### config.mk
export PLATFORM = sky130hd
export DESIGN_NAME = tgl_queue
export DESIGN_NICKNAME = d
export VERILOG_FILES = /design/src/rtl/text_glyph_layout_assert.svh /design/src/rtl/tgl_pkg.sv /design/src/rtl/tgl_queue.sv
export SDC_FILE = /design/constraint.sdc
export NUM_CORES = 1
export LEC_CHECK = 0
export BUFFER_PORTS_ARGS = -buffer_cell sky130_fd_sc_hd__buf_2
export CORE_UTILIZATION = 35
export DETAILED_ROUTE_END_ITERATION = 16
export GPL_TIMING_DRIVEN = 0
export PLACE_DENSITY_LB_ADDON = 0.12
export REMOVE_ABC_BUFFERS = 1
export SYNTH_ARGS = -nofsm -noshare
export SYNTH_HDL_FRONTEND = slang
export SYNTH_SLANG_ARGS = --single-unit
### constraint.sdc
create_clock -name aclk -period 4.87 [get_ports aclk]
set_clock_uncertainty 0.15 [all_clocks]
set_input_delay 0.2435 -clock aclk [delete_from_list [all_inputs] [get_ports aclk]]
set_output_delay 0.2435 -clock aclk [all_outputs]
set_load 0.01 [all_outputs]
### src/rtl/text_glyph_layout_assert.svh
// ---------------------------------------------------------------------------
// text glyph layout assertion macros
// shared property forms for the layout block's concurrent checks
// ---------------------------------------------------------------------------
`ifndef TEXT_GLYPH_LAYOUT_ASSERT_SVH
`define TEXT_GLYPH_LAYOUT_ASSERT_SVH

// same-cycle implication, checked out of reset
`define TGL_ASSERT_NOW(lbl, clk, rstn, ante, cons) \
    lbl: assert property (@(posedge clk) disable iff (!(rstn)) (ante) |-> (cons)) \
        else $error("text_glyph_layout: same-cycle check failed");

// next-cycle implication, checked out of reset
`define TGL_ASSERT_NEXT(lbl, clk, rstn, ante, cons) \
    lbl: assert property (@(posedge clk) disable iff (!(rstn)) (ante) |=> (cons)) \
        else $error("text_glyph_layout: next-cycle check failed");

`endif

### src/rtl/tgl_pkg.sv
// ---------------------------------------------------------------------------
// tgl_pkg
// types, constants and character codes of the text glyph layout block
// ---------------------------------------------------------------------------
`default_nettype none

package tgl_pkg;

    localparam int TGL_MAX_GLYPHS  = 1024;
    localparam int TGL_QUEUE_DEPTH = 4;
    localparam int TGL_CFG_IDX_W   = 3;

    // register indexes of the configuration port
    localparam logic [TGL_CFG_IDX_W-1:0] CFG_START_X     = 3'd0;
    localparam logic [TGL_CFG_IDX_W-1:0] CFG_START_Y     = 3'd1;
    localparam logic [TGL_CFG_IDX_W-1:0] CFG_LINE_SIZE   = 3'd2;
    localparam logic [TGL_CFG_IDX_W-1:0] CFG_GLYPH_SCALE = 3'd3;
    localparam logic [TGL_CFG_IDX_W-1:0] CFG_INV_ASPECT  = 3'd4;

    // configuration reset values
    localparam logic [31:0] RST_START_X     = 32'd0;
    localparam logic [31:0] RST_START_Y     = 32'd0;
    localparam logic [30:0] RST_LINE_SIZE   = 31'd1048576;
    localparam logic [31:0] RST_GLYPH_SCALE = 32'd65536;
    localparam logic [31:0] RST_INV_ASPECT  = 32'd65536;

    // control characters
    localparam logic [7:0] CHAR_NUL       = 8'h00;
    localparam logic [7:0] CHAR_BACKSPACE = 8'h08;
    localparam logic [7:0] CHAR_NEWLINE   = 8'h0A;
    localparam logic [7:0] CHAR_RETURN    = 8'h0D;
    localparam logic [7:0] CHAR_BACKSLASH = 8'h5C;

    // escape letters and digits
    localparam logic [7:0] ESC_CHAR_RED    = 8'h72;
    localparam logic [7:0] ESC_CHAR_GREEN  = 8'h67;
    localparam logic [7:0] ESC_CHAR_BLUE   = 8'h62;
    localparam logic [7:0] ESC_CHAR_WHITE  = 8'h77;
    localparam logic [7:0] ESC_CHAR_YELLOW = 8'h79;
    localparam logic [7:0] ESC_CHAR_CYAN   = 8'h63;
    localparam logic [7:0] ESC_CHAR_PURPLE = 8'h70;
    localparam logic [7:0] ESC_CHAR_ZERO   = 8'h30;
    localparam logic [7:0] ESC_CHAR_ONE    = 8'h31;
    localparam logic [7:0] ESC_CHAR_TWO    = 8'h32;
    localparam logic [7:0] ESC_CHAR_THREE  = 8'h33;
    localparam logic [7:0] ESC_CHAR_FOUR   = 8'h34;

    // colour codes, bit0 red, bit1 green, bit2 blue
    localparam logic [2:0] COLOUR_RED    = 3'd1;
    localparam logic [2:0] COLOUR_GREEN  = 3'd2;
    localparam logic [2:0] COLOUR_YELLOW = 3'd3;
    localparam logic [2:0] COLOUR_BLUE   = 3'd4;
    localparam logic [2:0] COLOUR_PURPLE = 3'd5;
    localparam logic [2:0] COLOUR_CYAN   = 3'd6;
    localparam logic [2:0] COLOUR_WHITE  = 3'd7;

    localparam logic [2:0] LEVEL_FULL = 3'd4;

    // meaning of a character outside an escape
    typedef enum logic [2:0] {
        KIND_GLYPH,
        KIND_NEWLINE,
        KIND_RETURN,
        KIND_BACKSPACE,
        KIND_ESCAPE,
        KIND_NUL
    } char_kind_t;

    // meaning of a character right after a backslash
    typedef enum logic [1:0] {
        ESC_GLYPH,
        ESC_COLOUR,
        ESC_LEVEL
    } esc_kind_t;

    typedef struct packed {
        logic [31:0] start_x;
        logic [31:0] start_y;
        logic [30:0] line_size;
        logic [31:0] glyph_scale;
        logic [31:0] inv_aspect;
    } cfg_t;

    // classified character with its glyph size, as queued between front and back
    typedef struct packed {
        logic        new_string;
        char_kind_t  kind;
        esc_kind_t   esc_kind;
        logic [2:0]  esc_value;
        logic [15:0] tex_left;
        logic [15:0] tex_bottom;
        logic [15:0] tex_width;
        logic [15:0] tex_height;
        logic [31:0] quad_width;
        logic [31:0] quad_height;
    } item_t;

    typedef struct packed {
        logic [9:0]  icon_slot;
        logic [31:0] pos_x;
        logic [31:0] pos_y;
        logic [31:0] quad_width;
        logic [31:0] quad_height;
        logic [15:0] tex_left;
        logic [15:0] tex_bottom;
        logic [15:0] tex_width;
        logic [15:0] tex_height;
        logic [2:0]  colour_bits;
        logic [2:0]  intensity_level;
    } result_t;

endpackage

`default_nettype wire

### src/rtl/tgl_queue.sv
// ---------------------------------------------------------------------------
// tgl_queue
// short first-in first-out queue between the front and the back
// ---------------------------------------------------------------------------
`default_nettype none

module tgl_queue #(
    parameter int DEPTH = tgl_pkg::TGL_QUEUE_DEPTH
) (
    input  wire logic            aclk,
    input  wire logic            aresetn,
    input  wire logic            in_valid,
    output logic                 in_ready,
    input  wire tgl_pkg::item_t  in_item,
    output logic                 out_valid,
    input  wire logic            out_ready,
    output tgl_pkg::item_t       out_item
);
    import tgl_pkg::*;

    localparam int PTR_W = (DEPTH > 1) ? $clog2(DEPTH) : 1;
    localparam int CNT_W = $clog2(DEPTH + 1);

    item_t             store_mem [DEPTH];
    logic [PTR_W-1:0]  wr_ptr_reg, rd_ptr_reg;
    logic [CNT_W-1:0]  count_reg;
    logic              push, pop;

    assign in_ready  = count_reg != CNT_W'(DEPTH);
    assign out_valid = count_reg != '0;
    assign push      = in_valid && in_ready;
    assign pop       = out_valid && out_ready;
    assign out_item  = store_mem[rd_ptr_reg];

    function automatic logic [PTR_W-1:0] bump(input logic [PTR_W-1:0] p);
        logic [PTR_W-1:0] r;
        if (p == PTR_W'(DEPTH - 1)) begin
            r = '0;
        end else begin
            r = p + PTR_W'(1);
        end
        return r;
    endfunction

    always_ff @(posedge aclk) begin
        if (!aresetn) begin
            wr_ptr_reg <= '0;
            rd_ptr_reg <= '0;
            count_reg  <= '0;
        end else begin
            if (push) begin
                wr_ptr_reg <= bump(wr_ptr_reg);
            end
            if (pop) begin
                rd_ptr_reg <= bump(rd_ptr_reg);
            end
            if (push && !pop) begin
                count_reg <= count_reg + CNT_W'(1);
            end else if (pop && !push) begin
                count_reg <= count_reg - CNT_W'(1);
            end
        end
    end

    always_ff @(posedge aclk) begin
        if (push) begin
            store_mem[wr_ptr_reg] <= in_item;
        end
    end

endmodule

`default_nettype wire

==> impl_metrics.env <==
export IMPL_finalPower_uw=13100
export IMPL_ys_ff_latch=557
export IMPL_cts_max_level=2
export IMPL_wl_met1_microns=17700
export IMPL_synth_top_area_share_pct=81.4
export IMPL_clk_latency_ps=590
export IMPL_finalWorstSetupSlack_ps=1890
export IMPL_min_period_ps=2980
export IMPL_synth_cells=766
export IMPL_setup_viol=0
export IMPL_coreArea_sq_um=56700
export IMPL_first_pass_iters=6
export IMPL_place_port_buffers=279
export IMPL_met2WireLength_microns=20500
export IMPL_critPathKind="flop to output port"
export IMPL_hold_ws_ps=250
export IMPL_power_density_nw_per_um2=500
export IMPL_ys_flop_type="edfxtp_1"
export IMPL_dp_cells=1784
export IMPL_async_flop_share_pct=0
export IMPL_cp_max_fo=37
export IMPL_cts_resized=0
export IMPL_top_layer="met5"
export IMPL_track_usage_pct=14.3
export IMPL_die_h_microns=242
export IMPL_path_clk_slew_ps=60
export IMPL_areaGrowthSynthToFinish_pct=29.3
export IMPL_cts_tree="done"
export IMPL_drive_gt1_share_pct=41.2
export IMPL_instances_no_fill=2038
export IMPL_routedWlPerCell_microns=20.3
export IMPL_crit_slowest_cell="dfxtp_4"
export IMPL_wl_met3_microns=2500
export IMPL_utilization_pct=46.1
export IMPL_die_area_sq_um=58700
export IMPL_clock_tree_buffer_depth=3
export IMPL_synth_most_common_cell="edfxtp_1"
export IMPL_grt_overflow=0
export IMPL_final_period_utilization_pct=61.1
export IMPL_dieWidth_microns=242
export IMPL_largest_register_ffs=548
export IMPL_synth_commonest_cells="edfxtp_1 (548), mux4_2 (137), buf_4 (14)"
export IMPL_syn_area_sq_um=20200
export IMPL_min_path_type="input pin to flop"
export IMPL_required_ps=4480
export IMPL_synth_top_cell_by_area="edfxtp_1"
export IMPL_tightest_slew_ps=789
export IMPL_synth_edf_count=548
export IMPL_cts_made_buffers=60
export IMPL_final_nets=1380
export IMPL_crit_chain="buf_16, mux4_2, buf_2"
export IMPL_run_status="finished, final reports clean"
export IMPL_drc=0
export IMPL_hpwl_microns=23600
export IMPL_grt_pass1_vias=10600
export IMPL_start_util_pct=35.6
export IMPL_cp_arrival_ps=2580
export IMPL_vias_per_cell=4.68
export IMPL_ios=280
export IMPL_cp_num_buf_inv=2
export IMPL_cap_violations=0
export IMPL_synth_area_leaders="edfxtp_1 (81%), mux4_2 (15%), dfxtp_1 (0.89%)"
export IMPL_ys_seq_area_share_pct=82.3
export IMPL_grt_setup_unrepaired="false"
export IMPL_cts_root_buffer="clkbuf_16"
export IMPL_worstSetupEndpointType="output port"
export IMPL_clock_sinks=557
export IMPL_fmax_mhz=336
export IMPL_drt_iter0_markers=478
export IMPL_cp_slowest_stage_delay_ps=870
export IMPL_routed_wl_microns=41400
export IMPL_routabilityCongestion=0.668
export IMPL_detail_route_antenna_nets=0
export IMPL_start_kind="flop"
export IMPL_leakage_uw=0.00877
export IMPL_timing_hold_violations_final=0
export IMPL_grt_start_max_net_pins=57
export IMPL_fp_row_count=87
export IMPL_antenna_found_initial=2
export IMPL_detailedPlace_worstSlack_ps=2310
export IMPL_num_vias=9542
export IMPL_crit_family="flip-flops"
export IMPL_synth_distinct_cells=28
export IMPL_grt_pass1_wl_microns=64300
export IMPL_maxSlewViolCount=0
export IMPL_max_slew_margin_rel_pct=47.4
export IMPL_synth_warnings=0
export IMPL_peakVddDrop_v=0.000328
export IMPL_avgSynthCellArea_sq_um=26.4
==> power breakdown <==
part	switching (uW)	total [uW]	leakage, uW	internal (uW)
Combinational	1380	2710	0.00272	1330
Clock	1770	4360	0.000947	2590
Sequential	191	6000	0.00510	5810
==> final timing paths <==
check / start / end / slack (ps) / depth (start not counted)
worst max-delay path: flop / out_item[70] / 1890 / 3
worst min-delay path: in_item[31] / store_mem[1][31] / 250 / 2
worst max register to register: count_reg[0] / count_reg[2] / 2330 / 7
worst min register to register: wr_ptr_reg[1] / wr_ptr_reg[1] / 350 / 2
==> per-stage QoR <==
stage,setup TNS (ps),cell area [sq um]
6_report,0,26100
5_1_grt,0,26100
4_1_cts,0,26100
3_5_place_dp,0,22800
3_3_place_gp,-727730,22400
2_1_floorplan,-258340,20000
==> timing repair <==
action | CTS | global route
hold endpoints to repair | 557 | 0
hold buffers | 142 | 0
setup endpoints to repair | 0 | 0
setup buffers | 0 | 0
==> cell usage in the layout, fill, tap and decap left out, drive strengths merged <==
cell type	n
edfxtp	548
buf	294
dlygate4sd3	142
mux4	137
clkbuf	75
clkinv	29
dfxtp	9
ha	6
nand2	5
bufinv	5
and3	4
inv	4
o21ai	4
or3	2
nor2	2
nand3	2
mux2i	2
and2	2
diode	1
or3b	1
o31ai	1
xnor2	1
nand4	1
nor2b	1
xor2	1
a21boi	1
fa	1
clkinvlp	1
==> cell type report <==
| cell class | instances | area, sq um |
|---|---|---|
| fill | 4851 | 30600 |
| tap | 756 | 946 |
| sequential | 557 | 16600 |
| clock buffer | 75 | 1610 |
| inverter | 3 | 11.3 |
| antenna | 1 | 2.50 |
| multi-input combinational | 174 | 3390 |
| timing repair buffer | 436 | 3230 |
| clock inverter | 36 | 304 |
==> logic make-up (layout without fill, tap and decap cells) <==
group           Yosys count  count (layout)  synth area share (%)
fa+ha+maj                 7               7                 0.471
simple gates             20              20                 0.582
mux                     139             139                  15.4
compound gates            6               6                 0.173
xor+xnor                  2               2                0.0867
flops                   557             557                  82.3
buf+inv                  35             550                  1.00
other cells               0               1                     0
==> metal layers <==
layer | GRT usage (%) | up-vias
met5 | 0 | -
met2 | 23.5 | 223
met3 | 3.97 | 61
met4 | 3.70 | 2
li1 | - | 4274
met1 | 18.9 | 4982
Power figures use the tool's default switching activity.
