===== src/rtl/text_glyph_layout_assert.svh =====
// ---------------------------------------------------------------------------
// text glyph layout assertion macros
// shared property forms for the layout block's concurrent checks
// ---------------------------------------------------------------------------
`ifndef TEXT_GLYPH_LAYOUT_ASSERT_SVH
`define TEXT_GLYPH_LAYOUT_ASSERT_SVH

// same-cycle implication, checked out of reset
`define TGL_ASSERT_NOW(lbl, clk, rstn, ante, cons) \
    lbl: assert property (@(posedge clk) disable iff (!(rstn)) (ante) |-> (cons)) \
        else $error("text_glyph_layout: same-cycle check failed");

// next-cycle implication, checked out of reset
`define TGL_ASSERT_NEXT(lbl, clk, rstn, ante, cons) \
    lbl: assert property (@(posedge clk) disable iff (!(rstn)) (ante) |=> (cons)) \
        else $error("text_glyph_layout: next-cycle check failed");

`endif


===== src/rtl/tgl_pkg.sv =====
// ---------------------------------------------------------------------------
// tgl_pkg
// types, constants and character codes of the text glyph layout block
// ---------------------------------------------------------------------------
`default_nettype none

package tgl_pkg;

    localparam int TGL_MAX_GLYPHS  = 1024;
    localparam int TGL_QUEUE_DEPTH = 4;
    localparam int TGL_CFG_IDX_W   = 3;

    // register indexes of the configuration port
    localparam logic [TGL_CFG_IDX_W-1:0] CFG_START_X     = 3'd0;
    localparam logic [TGL_CFG_IDX_W-1:0] CFG_START_Y     = 3'd1;
    localparam logic [TGL_CFG_IDX_W-1:0] CFG_LINE_SIZE   = 3'd2;
    localparam logic [TGL_CFG_IDX_W-1:0] CFG_GLYPH_SCALE = 3'd3;
    localparam logic [TGL_CFG_IDX_W-1:0] CFG_INV_ASPECT  = 3'd4;

    // configuration reset values
    localparam logic [31:0] RST_START_X     = 32'd0;
    localparam logic [31:0] RST_START_Y     = 32'd0;
    localparam logic [30:0] RST_LINE_SIZE   = 31'd1048576;
    localparam logic [31:0] RST_GLYPH_SCALE = 32'd65536;
    localparam logic [31:0] RST_INV_ASPECT  = 32'd65536;

    // control characters
    localparam logic [7:0] CHAR_NUL       = 8'h00;
    localparam logic [7:0] CHAR_BACKSPACE = 8'h08;
    localparam logic [7:0] CHAR_NEWLINE   = 8'h0A;
    localparam logic [7:0] CHAR_RETURN    = 8'h0D;
    localparam logic [7:0] CHAR_BACKSLASH = 8'h5C;

    // escape letters and digits
    localparam logic [7:0] ESC_CHAR_RED    = 8'h72;
    localparam logic [7:0] ESC_CHAR_GREEN  = 8'h67;
    localparam logic [7:0] ESC_CHAR_BLUE   = 8'h62;
    localparam logic [7:0] ESC_CHAR_WHITE  = 8'h77;
    localparam logic [7:0] ESC_CHAR_YELLOW = 8'h79;
    localparam logic [7:0] ESC_CHAR_CYAN   = 8'h63;
    localparam logic [7:0] ESC_CHAR_PURPLE = 8'h70;
    localparam logic [7:0] ESC_CHAR_ZERO   = 8'h30;
    localparam logic [7:0] ESC_CHAR_ONE    = 8'h31;
    localparam logic [7:0] ESC_CHAR_TWO    = 8'h32;
    localparam logic [7:0] ESC_CHAR_THREE  = 8'h33;
    localparam logic [7:0] ESC_CHAR_FOUR   = 8'h34;

    // colour codes, bit0 red, bit1 green, bit2 blue
    localparam logic [2:0] COLOUR_RED    = 3'd1;
    localparam logic [2:0] COLOUR_GREEN  = 3'd2;
    localparam logic [2:0] COLOUR_YELLOW = 3'd3;
    localparam logic [2:0] COLOUR_BLUE   = 3'd4;
    localparam logic [2:0] COLOUR_PURPLE = 3'd5;
    localparam logic [2:0] COLOUR_CYAN   = 3'd6;
    localparam logic [2:0] COLOUR_WHITE  = 3'd7;

    localparam logic [2:0] LEVEL_FULL = 3'd4;

    // meaning of a character outside an escape
    typedef enum logic [2:0] {
        KIND_GLYPH,
        KIND_NEWLINE,
        KIND_RETURN,
        KIND_BACKSPACE,
        KIND_ESCAPE,
        KIND_NUL
    } char_kind_t;

    // meaning of a character right after a backslash
    typedef enum logic [1:0] {
        ESC_GLYPH,
        ESC_COLOUR,
        ESC_LEVEL
    } esc_kind_t;

    typedef struct packed {
        logic [31:0] start_x;
        logic [31:0] start_y;
        logic [30:0] line_size;
        logic [31:0] glyph_scale;
        logic [31:0] inv_aspect;
    } cfg_t;

    // classified character with its glyph size, as queued between front and back
    typedef struct packed {
        logic        new_string;
        char_kind_t  kind;
        esc_kind_t   esc_kind;
        logic [2:0]  esc_value;
        logic [15:0] tex_left;
        logic [15:0] tex_bottom;
        logic [15:0] tex_width;
        logic [15:0] tex_height;
        logic [31:0] quad_width;
        logic [31:0] quad_height;
    } item_t;

    typedef struct packed {
        logic [9:0]  icon_slot;
        logic [31:0] pos_x;
        logic [31:0] pos_y;
        logic [31:0] quad_width;
        logic [31:0] quad_height;
        logic [15:0] tex_left;
        logic [15:0] tex_bottom;
        logic [15:0] tex_width;
        logic [15:0] tex_height;
        logic [2:0]  colour_bits;
        logic [2:0]  intensity_level;
    } result_t;

endpackage

`default_nettype wire


===== src/rtl/tgl_front.sv =====
// ---------------------------------------------------------------------------
// tgl_front
// classifies characters and sizes glyph quads in a two-stage pipeline
// ---------------------------------------------------------------------------
`default_nettype none

module tgl_front (
    input  wire logic           aclk,
    input  wire logic           aresetn,
    input  wire tgl_pkg::cfg_t  cfg,
    input  wire logic           in_valid,
    output logic                in_ready,
    input  wire logic           in_new_string,
    input  wire logic [7:0]     in_char,
    input  wire logic [15:0]    in_u,
    input  wire logic [15:0]    in_v,
    input  wire logic [15:0]    in_w,
    input  wire logic [15:0]    in_h,
    output logic                out_valid,
    input  wire logic           out_ready,
    output tgl_pkg::item_t      out_item
);
    import tgl_pkg::*;

    function automatic char_kind_t plain_kind(input logic [7:0] c);
        char_kind_t k;
        unique case (c)
            CHAR_NEWLINE:   k = KIND_NEWLINE;
            CHAR_RETURN:    k = KIND_RETURN;
            CHAR_BACKSPACE: k = KIND_BACKSPACE;
            CHAR_BACKSLASH: k = KIND_ESCAPE;
            CHAR_NUL:       k = KIND_NUL;
            default:        k = KIND_GLYPH;
        endcase
        return k;
    endfunction

    logic        valid1_reg, valid2_reg;
    item_t       item1_reg, item2_reg;
    item_t       item2_next;
    logic [31:0] pw1_reg;
    logic        adv1, adv2;
    item_t       item_in;
    logic [63:0] qw_full;

    assign adv2     = !valid2_reg || out_ready;
    assign adv1     = !valid1_reg || adv2;
    assign in_ready = adv1;

    // decode both readings of the character, the back picks by escape state
    always_comb begin
        item_in             = '0;
        item_in.new_string  = in_new_string;
        item_in.kind        = plain_kind(in_char);
        item_in.esc_kind    = ESC_GLYPH;
        item_in.esc_value   = '0;
        item_in.tex_left    = in_u;
        item_in.tex_bottom  = in_v;
        item_in.tex_width   = in_w;
        item_in.tex_height  = in_h;
        item_in.quad_width  = '0;
        item_in.quad_height = 32'((48'(cfg.glyph_scale) * 48'(in_h)) >> 16);
        unique case (in_char)
            ESC_CHAR_RED: begin
                item_in.esc_kind  = ESC_COLOUR;
                item_in.esc_value = COLOUR_RED;
            end
            ESC_CHAR_GREEN: begin
                item_in.esc_kind  = ESC_COLOUR;
                item_in.esc_value = COLOUR_GREEN;
            end
            ESC_CHAR_BLUE: begin
                item_in.esc_kind  = ESC_COLOUR;
                item_in.esc_value = COLOUR_BLUE;
            end
            ESC_CHAR_WHITE: begin
                item_in.esc_kind  = ESC_COLOUR;
                item_in.esc_value = COLOUR_WHITE;
            end
            ESC_CHAR_YELLOW: begin
                item_in.esc_kind  = ESC_COLOUR;
                item_in.esc_value = COLOUR_YELLOW;
            end
            ESC_CHAR_CYAN: begin
                item_in.esc_kind  = ESC_COLOUR;
                item_in.esc_value = COLOUR_CYAN;
            end
            ESC_CHAR_PURPLE: begin
                item_in.esc_kind  = ESC_COLOUR;
                item_in.esc_value = COLOUR_PURPLE;
            end
            ESC_CHAR_ZERO: begin
                item_in.esc_kind  = ESC_LEVEL;
                item_in.esc_value = 3'd0;
            end
            ESC_CHAR_ONE: begin
                item_in.esc_kind  = ESC_LEVEL;
                item_in.esc_value = 3'd1;
            end
            ESC_CHAR_TWO: begin
                item_in.esc_kind  = ESC_LEVEL;
                item_in.esc_value = 3'd2;
            end
            ESC_CHAR_THREE: begin
                item_in.esc_kind  = ESC_LEVEL;
                item_in.esc_value = 3'd3;
            end
            ESC_CHAR_FOUR: begin
                item_in.esc_kind  = ESC_LEVEL;
                item_in.esc_value = 3'd4;
            end
            default: begin
                item_in.esc_kind  = ESC_GLYPH;
                item_in.esc_value = 3'd0;
            end
        endcase
    end

    // second multiply, saturated to 32 bits after the shift
    assign qw_full = 64'(pw1_reg) * 64'(cfg.inv_aspect);

    always_comb begin
        item2_next = item1_reg;
        if (qw_full[63:48] != 16'd0) begin
            item2_next.quad_width = 32'hFFFF_FFFF;
        end else begin
            item2_next.quad_width = qw_full[47:16];
        end
    end

    always_ff @(posedge aclk) begin
        if (!aresetn) begin
            valid1_reg <= 1'b0;
            valid2_reg <= 1'b0;
        end else begin
            if (adv1) begin
                valid1_reg <= in_valid;
            end
            if (adv2) begin
                valid2_reg <= valid1_reg;
            end
        end
    end

    always_ff @(posedge aclk) begin
        if (adv1 && in_valid) begin
            item1_reg <= item_in;
            pw1_reg   <= 32'((48'(cfg.glyph_scale) * 48'(in_w)) >> 16);
        end
        if (adv2 && valid1_reg) begin
            item2_reg <= item2_next;
        end
    end

    assign out_valid = valid2_reg;
    assign out_item  = item2_reg;

endmodule

`default_nettype wire


===== config.mk =====
export PLATFORM = sky130hd
export DESIGN_NAME = tgl_front
export DESIGN_NICKNAME = d
export VERILOG_FILES = /design/src/rtl/text_glyph_layout_assert.svh /design/src/rtl/tgl_pkg.sv /design/src/rtl/tgl_front.sv
export SDC_FILE = /design/constraint.sdc
export NUM_CORES = 2
export LEC_CHECK = 0
export BUFFER_PORTS_ARGS = -buffer_cell sky130_fd_sc_hd__buf_2
export CORE_AREA = 2 2 367 369
export DETAILED_ROUTE_END_ITERATION = 6
export DIE_AREA = 0 0 369 371
export PLACE_DENSITY = 0.72
export SYNTH_ARGS = -nofsm -noshare
export SYNTH_HDL_FRONTEND = slang
export SYNTH_SLANG_ARGS = --single-unit

===== constraint.sdc =====
create_clock -name aclk -period 15.8 [get_ports aclk]
set_clock_uncertainty 0.15 [all_clocks]
set_input_delay 1.58 -clock aclk [delete_from_list [all_inputs] [get_ports aclk]]
set_output_delay 1.58 -clock aclk [all_outputs]
set_load 0.01 [all_outputs]

==> results.py <==
metrics = {
    "run_status": {
        "outcome": "finished clean",
    },
    "yosys": {
        "syn_area_um2": 72600,
        "synthTopCellsByArea": "fa_1, edfxtp_1, inv_1",
        "syn_nets": 10000,
        "ys.flop_type": "edfxtp_1",
        "ys_seq_area_share_pct": 11.4,
        "synth.yosys.warnings": 0,
        "ys_ff_latch": 276,
        "synth_area_per_cell_um2": 9.62,
        "synth_top_area_share_pct": 47.7,
        "synthArstFlopShare_pct": 0,
        "yosysTopAreaCell": "fa_1",
        "synthCells": 7549,
        "synth_cell_types": 73,
        "synth_edf_count": 274,
    },
    "clock_tree": {
        "cts-htree-levels": 2,
        "cts_tree": "yes",
        "cts_root_buf": "clkbuf_16",
        "clkLatencyLatePin_ns": 0.59,
        "cts_hold_buf": 0,
        "path_clk_slew_ns": 0.06,
        "clockBufferDepth": 3,
        "cts.sinks": 276,
        "post_cts_resized": 0,
        "postCtsSetupBuffers": 0,
        "cts_buffers": 34,
    },
    "global_routing": {
        "grt_max_degree": 58,
        "overflow": 0,
        "antenna_found_initial": 11,
        "first_global_vias": 57200,
        "grt_pass1_wl_mm": 309,
        "grt_usage_pct": 29.0,
    },
    "finish": {
        "finalNonFillerCells": 9284,
        "syn2layout_area_growth_pct": 4.71,
        "drive_above_1_share_pct": 5.30,
        "finalInstanceArea_um2": 76000,
        "multiInputGateArea_um2": 56400,
        "nNetsFinal": 9945,
        "largest_reg_flops": 137,
        "fillCellCount": 11500,
        "seqCellArea_um2": 8270,
    },
    "routing": {
        "postRouteAntennaNets": 0,
        "first_pass_iters": 6,
        "wirelength_mm": 190,
        "drt_iter0_drc": 3529,
        "post_drt_wl_per_cell_um": 20.5,
        "drc": 0,
        "viasPerCell": 5.54,
        "num_vias": 51500,
    },
    "die": {
        "rows": 134,
        "die_y_um": 371,
        "start_util_pct": 54.7,
        "die_x_um": 369,
        "ios": 375,
        "core_area_um2": 133000,
        "dieArea_um2": 137000,
    },
    "timing": {
        "slew_headroom_pct": 26.2,
        "period_minus_slack_ns": 11.29,
        "rsz0062_at_grt": "no",
        "final_hold_viol_count": 0,
        "drv_slew": 0,
        "tightest_slew_ns": 1.10,
        "fin_crit_sh_pct": 71.5,
        "fmax_mhz": 88.5,
        "layout_setup_ws_ns": 4.51,
        "finalSetupTns_ns": 0,
        "setup_viol": 0,
    },
    "critical_path": {
        "worstSetupPathType": "in2reg",
        "required_ns": 15.96,
        "r2r_setup_slack_ns": 5.49,
        "cp-start-kind": "input port",
        "reg2reg_to": "out_item[50]$_SDFFCE_PP1P_",
        "crit_fanout": 32,
        "endpoint_kind": "flip-flop",
        "r2r-start": "pw1_reg[26]$_DFFE_PP_",
        "cp.arrival_ns": 11.46,
        "rr_worst_depth": 26,
    },
    "placed_design": {
        "dpl.hpwl_mm": 137,
        "dp.cells": 9218,
        "dp_slack_ns": 4.06,
        "numPortBuffers": 279,
        "gp_congestion": 0.907,
        "placedInstanceArea_um2": 75000,
    },
    "worst_hold_path": {
        "hold-path-cell-count": 0,
        "hp-class": "reg2reg",
        "whs_endpoint": "out_item[134]$_DFFE_PP_",
        "min-delay-start": "item1_reg[134]$_DFFE_PP_",
    },
    "job": {
        "maxCapViolCount": 0,
    },
}
==> logic make-up after synthesis <==
kind of cell	synth area share [%]
multiplexers	0.0414
flip-flops	11.4
buffers and inverters	11.0
XOR/XNOR	1.25
AO/OA/AOI/OAI	3.48
AND/OR/NAND/NOR	16.6
adder cells (fa/ha/maj)	56.2
==> Yosys cell counts (all sizes together), types with 47 or more instances <==
cell type / instances
fa: 1729
nor2: 80
a21oi: 128
and2: 942
o21ai: 74
inv: 1700
nand2: 1199
ha: 494
nand4: 47
xnor2: 66
clkbuf: 417
edfxtp: 274
==> how the worst max path moves through the flow <==
stage                                             to    start  depth (start not counted)
after floorplan           out_item[33]$_SDFFCE_PP1P_   cfg[9]                         28
after global placement    out_item[35]$_SDFFCE_PP1P_   cfg[8]                         26
after detailed placement  out_item[62]$_SDFFCE_PP1P_   cfg[8]                         26
after CTS                 out_item[50]$_SDFFCE_PP1P_   cfg[8]                         26
after global routing      out_item[40]$_SDFFCE_PP1P_   cfg[8]                         26
final                     out_item[50]$_SDFFCE_PP1P_  cfg[11]                         26
==> cells in the final DEF, fill, tap and decap left out, drive strengths merged, types with 11 or more instances in the layout <==
master and instances:
a21o 40, nand2 1199, a211oi 16, nor3 26, or4b 33, buf 330, o211ai 16, edfxtp 274
nand2b 12, xor2 38, clkinv 12, nor2 80, nor2b 22, nand4 47, o21bai 15, inv 1702
ha 494, o21a 16, fa 1729, and2 942, o21ai 74, clkbuf 39, nand3 23, xnor2 66
a21oi 128, and3 11
==> worst max-delay path, stage by stage <==
cell and delay (ns):
buf_2 0.78, nand2_1 0.19, fa_1 0.58, inv_1 0.05, fa_1 0.48, inv_1 0.06, fa_1 0.54, inv_1 0.05
fa_1 0.50, inv_1 0.06, fa_1 0.55, fa_1 0.43, fa_1 0.46, fa_1 0.60, inv_1 0.07, ha_1 0.39
a21o_1 0.21, a211oi_1 0.25, o221ai_1 0.20, a31oi_1 0.37, o211a_1 0.43, o21bai_1 0.20, a2111oi_1 0.66, or3_1 0.19
nand4_1 0.73, or4b_1 0.78
==> layout make-up <==
type,instances,area share (%)
well taps,1768,2.91
diodes,8,0.0263
multi-input cells,5144,74.1
clock buffers,39,1.17
flip-flops and latches,276,10.9
inverters,1700,8.39
clock inverters,19,0.181
repair buffers,330,2.34
==> through the flow <==
stage	utilization [%]	hold slack (ns)
after global placement	56.5	0.250
after floorplan	-	0.250
after detailed placement	56.5	0.255
after global routing	57.3	0.238
final	57.3	0.231
after CTS	57.3	0.229
==> routing by layer <==
metal,track usage (%),vias to the layer above,part of all wire [%]
met4,9.68,4,3.6
met5,0,-,0.014
met1,37.7,26600,39
met2,48.5,2305,48
li1,-,22100,-
met3,5.96,462,9.1
Power is left out: the tool's default activity adds up to more than one toggle a clock period on the data nets, which glitch-free logic cannot reach.
