==> src/rtl/text_glyph_layout_assert.svh <==
// ---------------------------------------------------------------------------
// text glyph layout assertion macros
// shared property forms for the layout block's concurrent checks
// ---------------------------------------------------------------------------
`ifndef TEXT_GLYPH_LAYOUT_ASSERT_SVH
`define TEXT_GLYPH_LAYOUT_ASSERT_SVH

// same-cycle implication, checked out of reset
`define TGL_ASSERT_NOW(lbl, clk, rstn, ante, cons) \
    lbl: assert property (@(posedge clk) disable iff (!(rstn)) (ante) |-> (cons)) \
        else $error("text_glyph_layout: same-cycle check failed");

// next-cycle implication, checked out of reset
`define TGL_ASSERT_NEXT(lbl, clk, rstn, ante, cons) \
    lbl: assert property (@(posedge clk) disable iff (!(rstn)) (ante) |=> (cons)) \
        else $error("text_glyph_layout: next-cycle check failed");

`endif

==> src/rtl/tgl_pkg.sv <==
// ---------------------------------------------------------------------------
// tgl_pkg
// types, constants and character codes of the text glyph layout block
// ---------------------------------------------------------------------------
`default_nettype none

package tgl_pkg;

    localparam int TGL_MAX_GLYPHS  = 1024;
    localparam int TGL_QUEUE_DEPTH = 4;
    localparam int TGL_CFG_IDX_W   = 3;

    // register indexes of the configuration port
    localparam logic [TGL_CFG_IDX_W-1:0] CFG_START_X     = 3'd0;
    localparam logic [TGL_CFG_IDX_W-1:0] CFG_START_Y     = 3'd1;
    localparam logic [TGL_CFG_IDX_W-1:0] CFG_LINE_SIZE   = 3'd2;
    localparam logic [TGL_CFG_IDX_W-1:0] CFG_GLYPH_SCALE = 3'd3;
    localparam logic [TGL_CFG_IDX_W-1:0] CFG_INV_ASPECT  = 3'd4;

    // configuration reset values
    localparam logic [31:0] RST_START_X     = 32'd0;
    localparam logic [31:0] RST_START_Y     = 32'd0;
    localparam logic [30:0] RST_LINE_SIZE   = 31'd1048576;
    localparam logic [31:0] RST_GLYPH_SCALE = 32'd65536;
    localparam logic [31:0] RST_INV_ASPECT  = 32'd65536;

    // control characters
    localparam logic [7:0] CHAR_NUL       = 8'h00;
    localparam logic [7:0] CHAR_BACKSPACE = 8'h08;
    localparam logic [7:0] CHAR_NEWLINE   = 8'h0A;
    localparam logic [7:0] CHAR_RETURN    = 8'h0D;
    localparam logic [7:0] CHAR_BACKSLASH = 8'h5C;

    // escape letters and digits
    localparam logic [7:0] ESC_CHAR_RED    = 8'h72;
    localparam logic [7:0] ESC_CHAR_GREEN  = 8'h67;
    localparam logic [7:0] ESC_CHAR_BLUE   = 8'h62;
    localparam logic [7:0] ESC_CHAR_WHITE  = 8'h77;
    localparam logic [7:0] ESC_CHAR_YELLOW = 8'h79;
    localparam logic [7:0] ESC_CHAR_CYAN   = 8'h63;
    localparam logic [7:0] ESC_CHAR_PURPLE = 8'h70;
    localparam logic [7:0] ESC_CHAR_ZERO   = 8'h30;
    localparam logic [7:0] ESC_CHAR_ONE    = 8'h31;
    localparam logic [7:0] ESC_CHAR_TWO    = 8'h32;
    localparam logic [7:0] ESC_CHAR_THREE  = 8'h33;
    localparam logic [7:0] ESC_CHAR_FOUR   = 8'h34;

    // colour codes, bit0 red, bit1 green, bit2 blue
    localparam logic [2:0] COLOUR_RED    = 3'd1;
    localparam logic [2:0] COLOUR_GREEN  = 3'd2;
    localparam logic [2:0] COLOUR_YELLOW = 3'd3;
    localparam logic [2:0] COLOUR_BLUE   = 3'd4;
    localparam logic [2:0] COLOUR_PURPLE = 3'd5;
    localparam logic [2:0] COLOUR_CYAN   = 3'd6;
    localparam logic [2:0] COLOUR_WHITE  = 3'd7;

    localparam logic [2:0] LEVEL_FULL = 3'd4;

    // meaning of a character outside an escape
    typedef enum logic [2:0] {
        KIND_GLYPH,
        KIND_NEWLINE,
        KIND_RETURN,
        KIND_BACKSPACE,
        KIND_ESCAPE,
        KIND_NUL
    } char_kind_t;

    // meaning of a character right after a backslash
    typedef enum logic [1:0] {
        ESC_GLYPH,
        ESC_COLOUR,
        ESC_LEVEL
    } esc_kind_t;

    typedef struct packed {
        logic [31:0] start_x;
        logic [31:0] start_y;
        logic [30:0] line_size;
        logic [31:0] glyph_scale;
        logic [31:0] inv_aspect;
    } cfg_t;

    // classified character with its glyph size, as queued between front and back
    typedef struct packed {
        logic        new_string;
        char_kind_t  kind;
        esc_kind_t   esc_kind;
        logic [2:0]  esc_value;
        logic [15:0] tex_left;
        logic [15:0] tex_bottom;
        logic [15:0] tex_width;
        logic [15:0] tex_height;
        logic [31:0] quad_width;
        logic [31:0] quad_height;
    } item_t;

    typedef struct packed {
        logic [9:0]  icon_slot;
        logic [31:0] pos_x;
        logic [31:0] pos_y;
        logic [31:0] quad_width;
        logic [31:0] quad_height;
        logic [15:0] tex_left;
        logic [15:0] tex_bottom;
        logic [15:0] tex_width;
        logic [15:0] tex_height;
        logic [2:0]  colour_bits;
        logic [2:0]  intensity_level;
    } result_t;

endpackage

`default_nettype wire

==> src/rtl/tgl_back.sv <==
// ---------------------------------------------------------------------------
// tgl_back
// cursor, colour and escape state; places glyphs into the result register
// ---------------------------------------------------------------------------
`default_nettype none
`include "text_glyph_layout_assert.svh"

module tgl_back #(
    parameter int MAX_GLYPHS = tgl_pkg::TGL_MAX_GLYPHS
) (
    input  wire logic            aclk,
    input  wire logic            aresetn,
    input  wire tgl_pkg::cfg_t   cfg,
    input  wire logic            in_valid,
    output logic                 in_ready,
    input  wire tgl_pkg::item_t  in_item,
    output logic                 out_valid,
    input  wire logic            out_ready,
    output tgl_pkg::result_t     out_result
);
    import tgl_pkg::*;

    localparam int CNT_W = $clog2(MAX_GLYPHS + 1);

    logic [31:0]      cursor_x_reg, cursor_x_next;
    logic [31:0]      cursor_y_reg, cursor_y_next;
    logic [2:0]       colour_reg, colour_next;
    logic [2:0]       level_reg, level_next;
    logic             escape_reg, escape_next;
    logic             stopped_reg, stopped_next;
    logic [CNT_W-1:0] count_reg, count_next;
    logic             out_valid_reg;
    result_t          result_reg;

    logic [31:0]      cx, cy;
    logic [2:0]       colour_cur, level_cur;
    logic             escape_cur, stopped_cur;
    logic [CNT_W-1:0] count_cur;
    logic [CNT_W+9:0] slot_ext;
    logic             active, do_emit, pop;
    result_t          result_new;

    assign pop      = in_valid && (!out_valid_reg || out_ready);
    assign in_ready = !out_valid_reg || out_ready;

    // a new string starts from the reset state of the string
    always_comb begin
        if (in_item.new_string) begin
            cx          = cfg.start_x;
            cy          = cfg.start_y;
            colour_cur  = COLOUR_WHITE;
            level_cur   = LEVEL_FULL;
            escape_cur  = 1'b0;
            stopped_cur = 1'b0;
            count_cur   = '0;
        end else begin
            cx          = cursor_x_reg;
            cy          = cursor_y_reg;
            colour_cur  = colour_reg;
            level_cur   = level_reg;
            escape_cur  = escape_reg;
            stopped_cur = stopped_reg;
            count_cur   = count_reg;
        end
    end

    assign active   = !stopped_cur && (count_cur < CNT_W'(MAX_GLYPHS));
    assign slot_ext = {10'd0, count_cur};

    always_comb begin
        cursor_x_next = cx;
        cursor_y_next = cy;
        colour_next   = colour_cur;
        level_next    = level_cur;
        escape_next   = escape_cur;
        stopped_next  = stopped_cur;
        count_next    = count_cur;
        do_emit       = 1'b0;
        if (active) begin
            if (escape_cur) begin
                escape_next = 1'b0;
                unique case (in_item.esc_kind)
                    ESC_COLOUR: colour_next = in_item.esc_value;
                    ESC_LEVEL:  level_next  = in_item.esc_value;
                    default:    do_emit     = 1'b1;
                endcase
            end else begin
                unique case (in_item.kind)
                    KIND_NEWLINE: begin
                        cursor_x_next = cfg.start_x;
                        cursor_y_next = cy + {1'b0, cfg.line_size};
                    end
                    KIND_RETURN:    cursor_x_next = cfg.start_x;
                    KIND_BACKSPACE: cursor_x_next = cx - {2'b00, cfg.line_size[30:1]};
                    KIND_ESCAPE:    escape_next   = 1'b1;
                    KIND_NUL:       stopped_next  = 1'b1;
                    default:        do_emit       = 1'b1;
                endcase
            end
            if (do_emit) begin
                cursor_x_next = cx + in_item.quad_width;
                count_next    = count_cur + CNT_W'(1);
            end
        end
    end

    always_comb begin
        result_new.icon_slot       = slot_ext[9:0];
        result_new.pos_x           = cx;
        result_new.pos_y           = cy;
        result_new.quad_width      = in_item.quad_width;
        result_new.quad_height     = in_item.quad_height;
        result_new.tex_left        = in_item.tex_left;
        result_new.tex_bottom      = in_item.tex_bottom;
        result_new.tex_width       = in_item.tex_width;
        result_new.tex_height      = in_item.tex_height;
        result_new.colour_bits     = colour_cur;
        result_new.intensity_level = level_cur;
    end

    always_ff @(posedge aclk) begin
        if (!aresetn) begin
            cursor_x_reg  <= RST_START_X;
            cursor_y_reg  <= RST_START_Y;
            colour_reg    <= COLOUR_WHITE;
            level_reg     <= LEVEL_FULL;
            escape_reg    <= 1'b0;
            stopped_reg   <= 1'b0;
            count_reg     <= '0;
            out_valid_reg <= 1'b0;
        end else begin
            if (pop) begin
                cursor_x_reg  <= cursor_x_next;
                cursor_y_reg  <= cursor_y_next;
                colour_reg    <= colour_next;
                level_reg     <= level_next;
                escape_reg    <= escape_next;
                stopped_reg   <= stopped_next;
                count_reg     <= count_next;
                out_valid_reg <= do_emit;
            end else if (out_ready) begin
                out_valid_reg <= 1'b0;
            end
        end
    end

    always_ff @(posedge aclk) begin
        if (pop && do_emit) begin
            result_reg <= result_new;
        end
    end

    assign out_valid  = out_valid_reg;
    assign out_result = result_reg;

    // glyph count stays within the store
    `TGL_ASSERT_NOW(a_count_bound, aclk, aresetn, 1'b1, count_reg <= CNT_W'(MAX_GLYPHS))
    // a placed glyph shows up as a result beat with its slot
    `TGL_ASSERT_NEXT(a_emit_beat, aclk, aresetn, pop && do_emit,
        out_valid_reg && result_reg.icon_slot == $past(slot_ext[9:0]))
    // a stopped string leaves the cursor alone
    `TGL_ASSERT_NEXT(a_stopped_hold, aclk, aresetn, pop && !in_item.new_string && stopped_reg,
        $stable(cursor_x_reg) && $stable(cursor_y_reg) && $stable(count_reg))

endmodule

`default_nettype wire

==> config.mk <==
export PLATFORM = sky130hd
export DESIGN_NAME = tgl_back
export DESIGN_NICKNAME = d
export VERILOG_FILES = /design/src/rtl/tgl_pkg.sv /design/src/rtl/tgl_back.sv
export VERILOG_INCLUDE_DIRS = /design/src /design/src/rtl
export SDC_FILE = /design/constraint.sdc
export NUM_CORES = 1
export LEC_CHECK = 0
export ABC_AREA = 1
export BUFFER_PORTS_ARGS = -buffer_cell sky130_fd_sc_hd__buf_2
export CAP_MARGIN = 20
export CORE_MARGIN = 2
export CORE_UTILIZATION = 31
export CTS_BUF_LIST = sky130_fd_sc_hd__clkbuf_16
export CTS_CLUSTER_SIZE = 30
export DETAILED_ROUTE_END_ITERATION = 10
export SYNTH_ARGS = -nofsm -noshare
export SYNTH_HDL_FRONTEND = slang
export SYNTH_SLANG_ARGS = --single-unit
==> constraint.sdc <==
create_clock -name aclk -period 5.75 [get_ports aclk]
set_clock_uncertainty 0.2 [all_clocks]
set_input_delay 1.15 -clock aclk [delete_from_list [all_inputs] [get_ports aclk]]
set_output_delay 1.15 -clock aclk [all_outputs]
set_load 0.01 [all_outputs]
==> summary.md, run 1 <==
| Metric | Value |
|---|---|
| Worst setup margin | 1.449 ns |
| Ys flop type | edfxtp_1 |
| Cells after Synth | 2344 |
| Worst setup path startpoint | in_item[134] |
| Critical path launch point type | input pin |
| Synth Register Bits | 292 |
| Normalized max-slew margin | 0.2182 |
| GR peak layer | met2 |
| Worst Hold Slack | 0.2612 ns |
| Syn Area/Cell | 7.700 um^2 |
| Met3 usage | 0.04420 |
| Post-route cell area | 0.02239 mm^2 |
| Period utilisation layout | 0.7480 |
| Area share of the largest cell type after synthesis | 0.3461 |
| Vias/cell | 4.930 |
| Worst Min Path Start | cursor_y_reg[29]$_SDFFE_PN0P_ |
| Rows | 88 |
| Top cells by area, synth | edfxtp_1, nand2_1, dfxtp_1, ha_1, inv_1 |
| Top post-synthesis cells by count | nand2_1, inv_1, a21oi_1 |
| Post-Place Worst Slack | 0.9438 ns |
| Clock Latency Late Sink | 0.55 ns |
| First-pass DRT Iterations | 5 |
| Area delta synth->final | 24.03% |
| Post-CTS Setup Inserts | 0 |
| Post-synth EDFFs | 208 |
| Area leader, netlist | edfxtp_1 |
| Distinct cell type count after synthesis | 50 |
| Syn. warnings | 0 |
| Total GRT Usage | 0.2241 |
| DRC errors left | 0 |
| FF-to-FF Start | cursor_x_reg[23]$_SDFFE_PN0P_ |
| IO Port Bufs | 445 |
| Maximum clock path buffer count | 3 |
| Syn Std Cell Area | 0.01805 mm^2 |
| Clock transition at the registers of the reported paths | 0.06 ns |
| Post-DP Area | 0.02125 mm^2 |
| Final Power | 6.265 mW |
| Root buffer cell | clkbuf_16 |
| Met2 usage | 0.3784 |
| Post-Place Cells | 3524 |
| Tmin final | 4.301 ns |
| Vias in the first global route | 16370 |
| Post-CTS Resized | 0 |
| Critical Path Fanout Max | 58 |
| Syn_nets | 2750 |
| Pin count of the biggest net entering global routing | 59 |
| Routability-driven placement congestion ratio | 0.9946 |
| # clock sinks | 292 |
| Worst-Margin Slew | 1.160 ns |
| Initial antenna violation count | 9 |
| Die area | 0.06017 mm^2 |
| Final std cells w/o fill | 3590 |
| Power Density | 279.9 mW/mm^2 |
| F_max | 0.2325 GHz |
| Antenna viol nets, final | 0 |
| Cts bufs inserted | 35 |
| Max FFs per register | 208 |
| First-pass GRT wire length | 101100 um |
| Met1 GRT Util | 0.2826 |
| TritonCTS clock tree | yes |
| Hold-fix buffers, CTS | 0 |
| Final hold violations | 0 |
| Crit. End Element | flip-flop |
| Core Util, Final | 0.3887 |
| IO Pins | 510 |
| Setup_tns | 0 ns |
| Crit Path Class | in -> reg |
| Die height | 245.3 um |
| Final slew viol count | 0 |
| Wire length per cell | 19.52 um |
| H-Tree Depth | 2 |
| Critical Path AT | 4.32 ns |
| DP HPWL | 56430 um |
| Status | complete, no violations |
| Number of max-cap violations | 0 |
| Initial core utilization | 0.3134 |
| Lkg Pwr | 10.44 nW |
| DR iter-0 viols | 1472 |
| Hold Path Class | reg -> reg |
| Setup violations, final | 0 |
| Worst vdd ir | 194.4 uV |
| Top-count cell post-synth | nand2_1 |
| Critical Path RT | 5.77 ns |
| Layout cells sized above 1 | 0.2051 |
| Overflow after GRT | 0 |
| Via total after detailed routing | 17700 |
| Sequential cell area fraction in the yosys report | 0.4392 |
| RSZ-0062 raised after global routing | no |
| Ys async rst share | 0 |
| Die width | 245.3 um |
| DRT Wirelength | 70080 um |
| Core ar. | 0.05759 mm^2 |
| Fin nets | 3205 |
## report_power, final
part           switching [mW]  leakage, nW  internal [mW]
clock                   0.945        0.545           1.24
sequential             0.0416         2.64           2.42
combinational            1.09         7.26          0.530
total                    2.08         10.4           4.19
## metal layers
metal	wire length [um]	share of wire
met1	29150	0.42
met2	32610	0.47
met3	5637	0.080
met4	2613	0.037
met5	77	0.0011
## cell usage in the layout (no fill, tap or decap), types with 7 or more instances in the layout
| cell type | synthesis | final |
|---|---|---|
| nor3_1 | 17 | 17 |
| nand2_1 | 610 | 609 |
| buf_4 | 1 | 25 |
| o21a_1 | 7 | 7 |
| clkbuf_16 | 0 | 36 |
| inv_2 | 6 | 7 |
| o211ai_1 | 14 | 14 |
| xor2_1 | 13 | 13 |
| o21bai_1 | 16 | 16 |
| or2_2 | 28 | 28 |
| a31oi_1 | 18 | 18 |
| a21boi_0 | 7 | 7 |
| nand4_1 | 27 | 27 |
| nand3b_1 | 8 | 8 |
| xnor2_1 | 9 | 9 |
| nand3_1 | 136 | 136 |
| clkinv_1 | 2 | 8 |
| nor2_1 | 192 | 192 |
| edfxtp_1 | 208 | 208 |
| buf_2 | 6 | 444 |
| o21ai_0 | 169 | 169 |
| dfxtp_1 | 84 | 84 |
| a21oi_1 | 233 | 233 |
| inv_1 | 318 | 322 |
| ha_1 | 103 | 103 |
## final cells by class
class	instances	area, um^2
diodes	2	5.005
well taps	765	957.2
repair buffers	475	2505
clock buffers	36	900.9
flip-flops and latches	292	7928
inverters	327	1229
clock inverters	25	198.9
fillers	5977	35200
multi-input cells	1668	8662
## worst paths after layout
check                                                endpoint  slack, ns  depth (start not counted)
worst max register to register  cursor_x_reg[24]$_SDFFE_PN0P_       2.25                         11
worst max-delay path                  out_result[8]$_DFFE_PP_       1.45                          9
worst min-delay path            cursor_y_reg[29]$_SDFFE_PN0P_       0.26                          2
worst min register to register  cursor_y_reg[29]$_SDFFE_PN0P_       0.26                          2
## kinds of logic after synthesis
kind of cell	Yosys count	share of synthesized area
simple gates	1047	0.2458
compound gates	491	0.1475
buf+inv	384	0.08097
flops	292	0.4392
fa+ha+maj	106	0.07473
xor+xnor	22	0.01068
mux	2	0.001109
## critical path: stages
cell	delay, ns
buf_2	0.12
inv_1	0.06
nand3_1	0.38
nand2_1	0.48
o21ai_4	0.60
nand2_4	0.28
nor2_8	0.46
buf_12	0.34
buf_4	0.36
No activity file was read; power rests on OpenSTA's default activity.
==> run 2: changes to the inputs <==
clock period = 3.6 ns   (was 5.75 ns; I/O delays follow)
==> summary.md, run 2 (same netlist as run 1, synthesis figures left out) <==
| Metric | Value |
|---|---|
| Critical Path Fanout Max | 9 |
| Antenna viol nets, final | 0 |
| Final hold violations | 0 |
| Vias/cell | 4.833 |
| Fill cells | 5877 |
| Most common cell after layout, fill and taps aside | nand2_1 |
| Setup violations, final | 0 |
| H-Tree Depth | 2 |
| Critical Path RT | 3.82 ns |
| Initial antenna violation count | 15 |
| Layout cells sized above 1 | 0.2836 |
| Die height | 245.3 um |
| First-pass DRT Iterations | 6 |
| Crit Path Class | in -> reg |
| Via total after detailed routing | 18800 |
| Vias in the first global route | 17370 |
| DP HPWL | 60260 um |
| IO Pins | 510 |
| Power Density | 427.0 mW/mm^2 |
| FF-to-FF Start | cursor_x_reg[19]$_SDFFE_PN0P_ |
| FF-to-FF End | cursor_x_reg[22]$_SDFFE_PN0P_ |
| Clock transition at the registers of the reported paths | 0.06 ns |
| Number of max-cap violations | 0 |
| Maximum clock path buffer count | 3 |
| Wire length per cell | 18.69 um |
| Pin count of the biggest net entering global routing | 51 |
| Hold Path Class | in -> reg |
| DRC errors left | 0 |
| Post-Place Worst Slack | -0.3093 ns |
| RSZ-0062 raised after global routing | yes |
| Root buffer cell | clkbuf_16 |
| Final Power | 10.59 mW |
| Final slew viol count | 0 |
| F_max | 0.2947 GHz |
| Area delta synth->final | 37.47% |
| Most frequent cells in the layout | nand2_1, buf_2, inv_1 |
| Max FFs per register | 208 |
| Total GRT Usage | 0.2341 |
| Routability-driven placement congestion ratio | 0.9622 |
| Worst vdd ir | 277.0 uV |
| Critical Path AT | 3.62 ns |
| Cts bufs inserted | 35 |
| IO Port Bufs | 445 |
| Worst setup path startpoint | in_item[136] |
| DRT Wirelength | 72710 um |
| Worst setup margin | 0.2069 ns |
| Post-route cell area | 0.02481 mm^2 |
| Core Util, Final | 0.4309 |
| Crit. End Element | flip-flop |
| Crit path to | cursor_x_reg[26]$_SDFFE_PN0P_ |
| Post-DP Area | 0.02367 mm^2 |
| Normalized max-slew margin | 0.5260 |
| Hold-fix buffers, CTS | 0 |
| Die area | 0.06017 mm^2 |
| # clock sinks | 292 |
| Critical path launch point type | input pin |
| Worst Hold Slack | 0.1381 ns |
| Worst-Margin Slew | 0.7036 ns |
| Tmin final | 3.393 ns |
| Overflow after GRT | 0 |
| Period utilisation layout | 0.9425 |
| Clock Latency Late Sink | 0.55 ns |
| Fin nets | 3502 |
| Lkg Pwr | 11.96 nW |
| Core ar. | 0.05759 mm^2 |
| DR iter-0 viols | 1483 |
| Rows | 88 |
| Reg2Reg Setup Slack | 0.62 ns |
| Die width | 245.3 um |
| TritonCTS clock tree | yes |
| Status | complete, no violations |
| First-pass GRT wire length | 105200 um |
| Reg2reg path depth | 15 |
| Initial core utilization | 0.3134 |
-- run 2: power by group --
part | switching (mW) | internal [mW]
Combinational | 1.86 | 1.28
Clock | 1.48 | 2.05
Sequential | 0.0656 | 3.86
Total | 3.40 | 7.19
-- run 2: worst min path at each step --
stage | startpoint | slack, ns | depth (start not counted) | end
finish | in_item[108] | 0.14 | 1 | out_result[50]$_DFFE_PP_
global route | in_item[20] | 0.12 | 1 | out_result[90]$_DFFE_PP_
CTS | in_item[126] | 0.11 | 1 | out_result[68]$_DFFE_PP_
detailed placement | count_reg[0]$_SDFFE_PN0P_ | 0.25 | 2 | count_reg[0]$_SDFFE_PN0P_
global placement | cursor_y_reg[25]$_SDFFE_PN0P_ | 0.25 | 2 | cursor_y_reg[25]$_SDFFE_PN0P_
floorplan | count_reg[0]$_SDFFE_PN0P_ | 0.24 | 2 | count_reg[0]$_SDFFE_PN0P_
-- run 2: routing by layer --
metal  wire length, um  track usage
met2             33430       0.3882
met1             30210       0.2950
met3              5943      0.05042
met4              3026      0.09541
met5                92            0
-- run 2: timing repair --
action                                 in CTS  in global routing
endpoints found under the hold margin       0                  0
buffers inserted                            0                  0
gates resized for setup                     0                  2
setup endpoints to repair                   0                  2
-- run 2: area by class of cell --
cell class                 count  area (um^2)  area share
timing repair buffer         772         4847      0.1954
sequential                   292         7928      0.3195
clock inverter                26        230.2    0.009279
clock buffer                  36        900.9     0.03631
antenna                        5        12.51   0.0005043
tap                          765        957.2     0.03858
inverter                     327         1241     0.05003
multi-input combinational   1668         8695      0.3504
-- run 2: metrics by stage --
step	instances	setup TNS, ns
4_1_cts	3886	0
6_report	3891	0
3_5_place_dp	3824	-5.698
2_1_floorplan	2344	-39.81
3_3_place_gp	3824	-5.784
5_1_grt	3887	-0.01921
-- run 2: worst max-delay path: stages --
cell	delay, ns
buf_4	0.12
inv_1	0.19
buf_4	0.24
or2_2	0.27
o21ai_0	0.10
inv_1	0.22
ha_1	0.36
inv_1	0.09
o21ai_0	0.12
o21bai_1	0.20
or2_2	0.31
a21oi_1	0.18
nand3_1	0.09
nand3_1	0.14
nand2_1	0.08
a21oi_1	0.12
nor2_1	0.05
==> run 3: changes to the inputs <==
ABC_AREA = default   (was 1)
PLACE_DENSITY = 0.61   (was default)
==> summary.md, run 3 <==
| Metric | Value |
|---|---|
| Status | complete, no violations |
| Most frequent cells in the layout | buf_2, buf_4, edfxtp_1 |
| Critical Path RT | 3.84 ns |
| FF-to-FF Start | cursor_x_reg[0]$_SDFFE_PN0P_ |
| Setup violations, final | 0 |
| Routability-driven placement congestion ratio | 0.9494 |
| First-pass DRT Iterations | 6 |
| Hold depth | 1 |
| Top-count cell post-synth | edfxtp_1 |
| Area leader, netlist | edfxtp_1 |
| Worst Min Path Start | in_item[103] |
| DRC errors left | 0 |
| DP HPWL | 49960 um |
| Wire length per cell | 20.79 um |
| Distinct cell type count after synthesis | 84 |
| Period utilisation layout | 0.9740 |
| Final hold violations | 0 |
| Most common cell after layout, fill and taps aside | buf_2 |
| Hold Path Class | in -> reg |
| Via total after detailed routing | 15470 |
| # clock sinks | 292 |
| Critical Path Fanout Max | 8 |
| Worst-Margin Slew | 0.6969 ns |
| Post-synth EDFFs | 208 |
| Final Power | 10.62 mW |
| Crit. End Element | flip-flop |
| Clock transition at the registers of the reported paths | 0.06 ns |
| TritonCTS clock tree | yes |
| Final slew viol count | 0 |
| Max FFs per register | 208 |
| Hold-fix buffers, CTS | 0 |
| Vias in the first global route | 15410 |
| Post-DP Area | 0.02219 mm^2 |
| Reg2Reg Setup Slack | 0.16 ns |
| Post-route cell area | 0.02362 mm^2 |
| Reg2reg path depth | 16 |
| Normalized max-slew margin | 0.5354 |
| DRT Wirelength | 62890 um |
| Fin nets | 2721 |
| Top post-synthesis cells by count | edfxtp_1, nand2_1, nor2_1 |
| Syn_nets | 1925 |
| Worst Hold End | out_result[45]$_DFFE_PP_ |
| Die area | 0.05406 mm^2 |
| Lkg Pwr | 10.54 nW |
| Ys async rst share | 0 |
| Cts bufs inserted | 36 |
| Clock Latency Late Sink | 0.55 ns |
| IO Pins | 510 |
| Root buffer cell | clkbuf_16 |
| Synth Register Bits | 292 |
| Initial core utilization | 0.3142 |
| Cells after Synth | 1519 |
| Overflow after GRT | 0 |
| IO Port Bufs | 445 |
| Critical Path AT | 3.75 ns |
| Vias/cell | 5.113 |
| Area delta synth->final | 45.93% |
| Worst Hold Slack | 0.1473 ns |
| Top cells by area, synth | edfxtp_1, dfxtp_1, ha_1, mux2_2, a21oi_1 |
| Pin count of the biggest net entering global routing | 46 |
| DR iter-0 viols | 1146 |
| Die height | 232.5 um |
| Sequential cell area fraction in the yosys report | 0.4898 |
| Crit Path Class | in -> reg |
| Core ar. | 0.05151 mm^2 |
| Syn. warnings | 0 |
| Total GRT Usage | 0.2214 |
| H-Tree Depth | 2 |
| Tmin final | 3.506 ns |
| Rows | 83 |
| Antenna viol nets, final | 0 |
| First-pass GRT wire length | 90750 um |
| Power Density | 449.6 mW/mm^2 |
| Initial antenna violation count | 14 |
| Number of max-cap violations | 0 |
| Syn Area/Cell | 10.66 um^2 |
| Critical path launch point type | input pin |
| Ys flop type | edfxtp_1 |
| F_max | 0.2852 GHz |
| Die width | 232.5 um |
| Layout cells sized above 1 | 0.4380 |
| Worst vdd ir | 291.3 uV |
| FF-to-FF End | cursor_x_reg[26]$_SDFFE_PN0P_ |
| Area share of the largest cell type after synthesis | 0.3859 |
| Syn Std Cell Area | 0.01619 mm^2 |
| Maximum clock path buffer count | 3 |
-- run 3: changes by cell type in the layout (fill, tap and decap cells not counted), sizes merged, moves of 21 or more --
cell   change
mux2      +61
nor2      -88
a21oi    -118
buf       +45
xnor2     +39
inv      -265
nand3    -105
o21ai     -86
xor2      +21
nand2    -495
a21o      +40
-- run 3: worst max path at each step --
stage	start	endpoint	slack [ns]	cells after the start
after floorplan	in_item[136]	cursor_x_reg[30]$_SDFFE_PN0P_	-0.26	18
after global placement	in_item[136]	cursor_x_reg[31]$_SDFFE_PN0P_	-0.64	15
after CTS	in_item[136]	cursor_x_reg[30]$_SDFFE_PN0P_	0.007	16
after global routing	in_item[136]	cursor_x_reg[28]$_SDFFE_PN0P_	-0.01	17
final	in_item[136]	cursor_x_reg[26]$_SDFFE_PN0P_	0.09	17
after detailed placement	in_item[136]	cursor_x_reg[31]$_SDFFE_PN0P_	-0.66	15
-- run 3: kinds of logic after synthesis --
logic type	synth area share
AO/OA/AOI/OAI	0.1897
XOR/XNOR	0.04437
adder cells (fa/ha/maj)	0.08333
buffers and inverters	0.03046
flip-flops	0.4898
multiplexers	0.05172
AND/OR/NAND/NOR	0.1106
-- run 3: stage by stage --
step / setup TNS (ns) / utilization / std cells / worst slack (ns)
6_report: 0 / 0.4585 / 3025 / 0.09378
5_1_grt: -0.01861 / 0.4585 / 3025 / -0.01122
4_1_cts: 0 / 0.4535 / 3014 / 0.006518
3_5_place_dp: -19.03 / 0.4307 / 2951 / -0.6608
3_3_place_gp: -17.52 / 0.4307 / 2951 / -0.6444
2_1_floorplan: -1.907 / - / 1519 / -0.2619
-- run 3: area by class of cell --
class / instances / area (um^2)
inverters: 65 / 256.5
diodes: 5 / 12.51
repair buffers: 820 / 5220
fillers: 4856 / 27890
clock buffers: 36 / 900.9
multi-input cells: 1100 / 8189
clock inverters: 27 / 261.5
flip-flops and latches: 292 / 7928
well taps: 680 / 850.8
-- run 3: timing repair --
action,4_1_cts,5_1_grt
gates resized for setup,3,30
buffers inserted,0,3
pin swaps,0,15
setup endpoints to repair,10,18
cloned,0,3
-- run 3: metal layers --
| metal | GRT usage | up-vias | share of wire |
|---|---|---|---|
| met2 | 0.3852 | 618 | 0.48 |
| met3 | 0.03750 | 134 | 0.064 |
| li1 | - | 7329 | - |
| met5 | 0 | - | 0.0014 |
| met4 | 0.07743 | 12 | 0.034 |
| met1 | 0.2755 | 7374 | 0.42 |
-- run 3: power by group --
group / internal, mW / leakage [nW] / switching [mW] / total (mW)
logic: 1.47 / 7.33 / 1.61 / 3.08
clock network: 2.12 / 0.574 / 1.50 / 3.62
registers: 3.84 / 2.64 / 0.0718 / 3.91
-- run 3: critical path, cell delays in order --
cell and delay (ns):
buf_16 0.13, mux2i_4 0.21, inv_2 0.07, ha_2 0.17
inv_1 0.06, fa_2 0.37, nor2b_2 0.14, o211ai_1 0.10
buf_4 0.17, a211oi_4 0.24, o21ai_2 0.10, o21ai_2 0.24
a41oi_2 0.21, o21ai_4 0.28, xnor2_1 0.18, a211oi_1 0.11
a31o_2 0.21
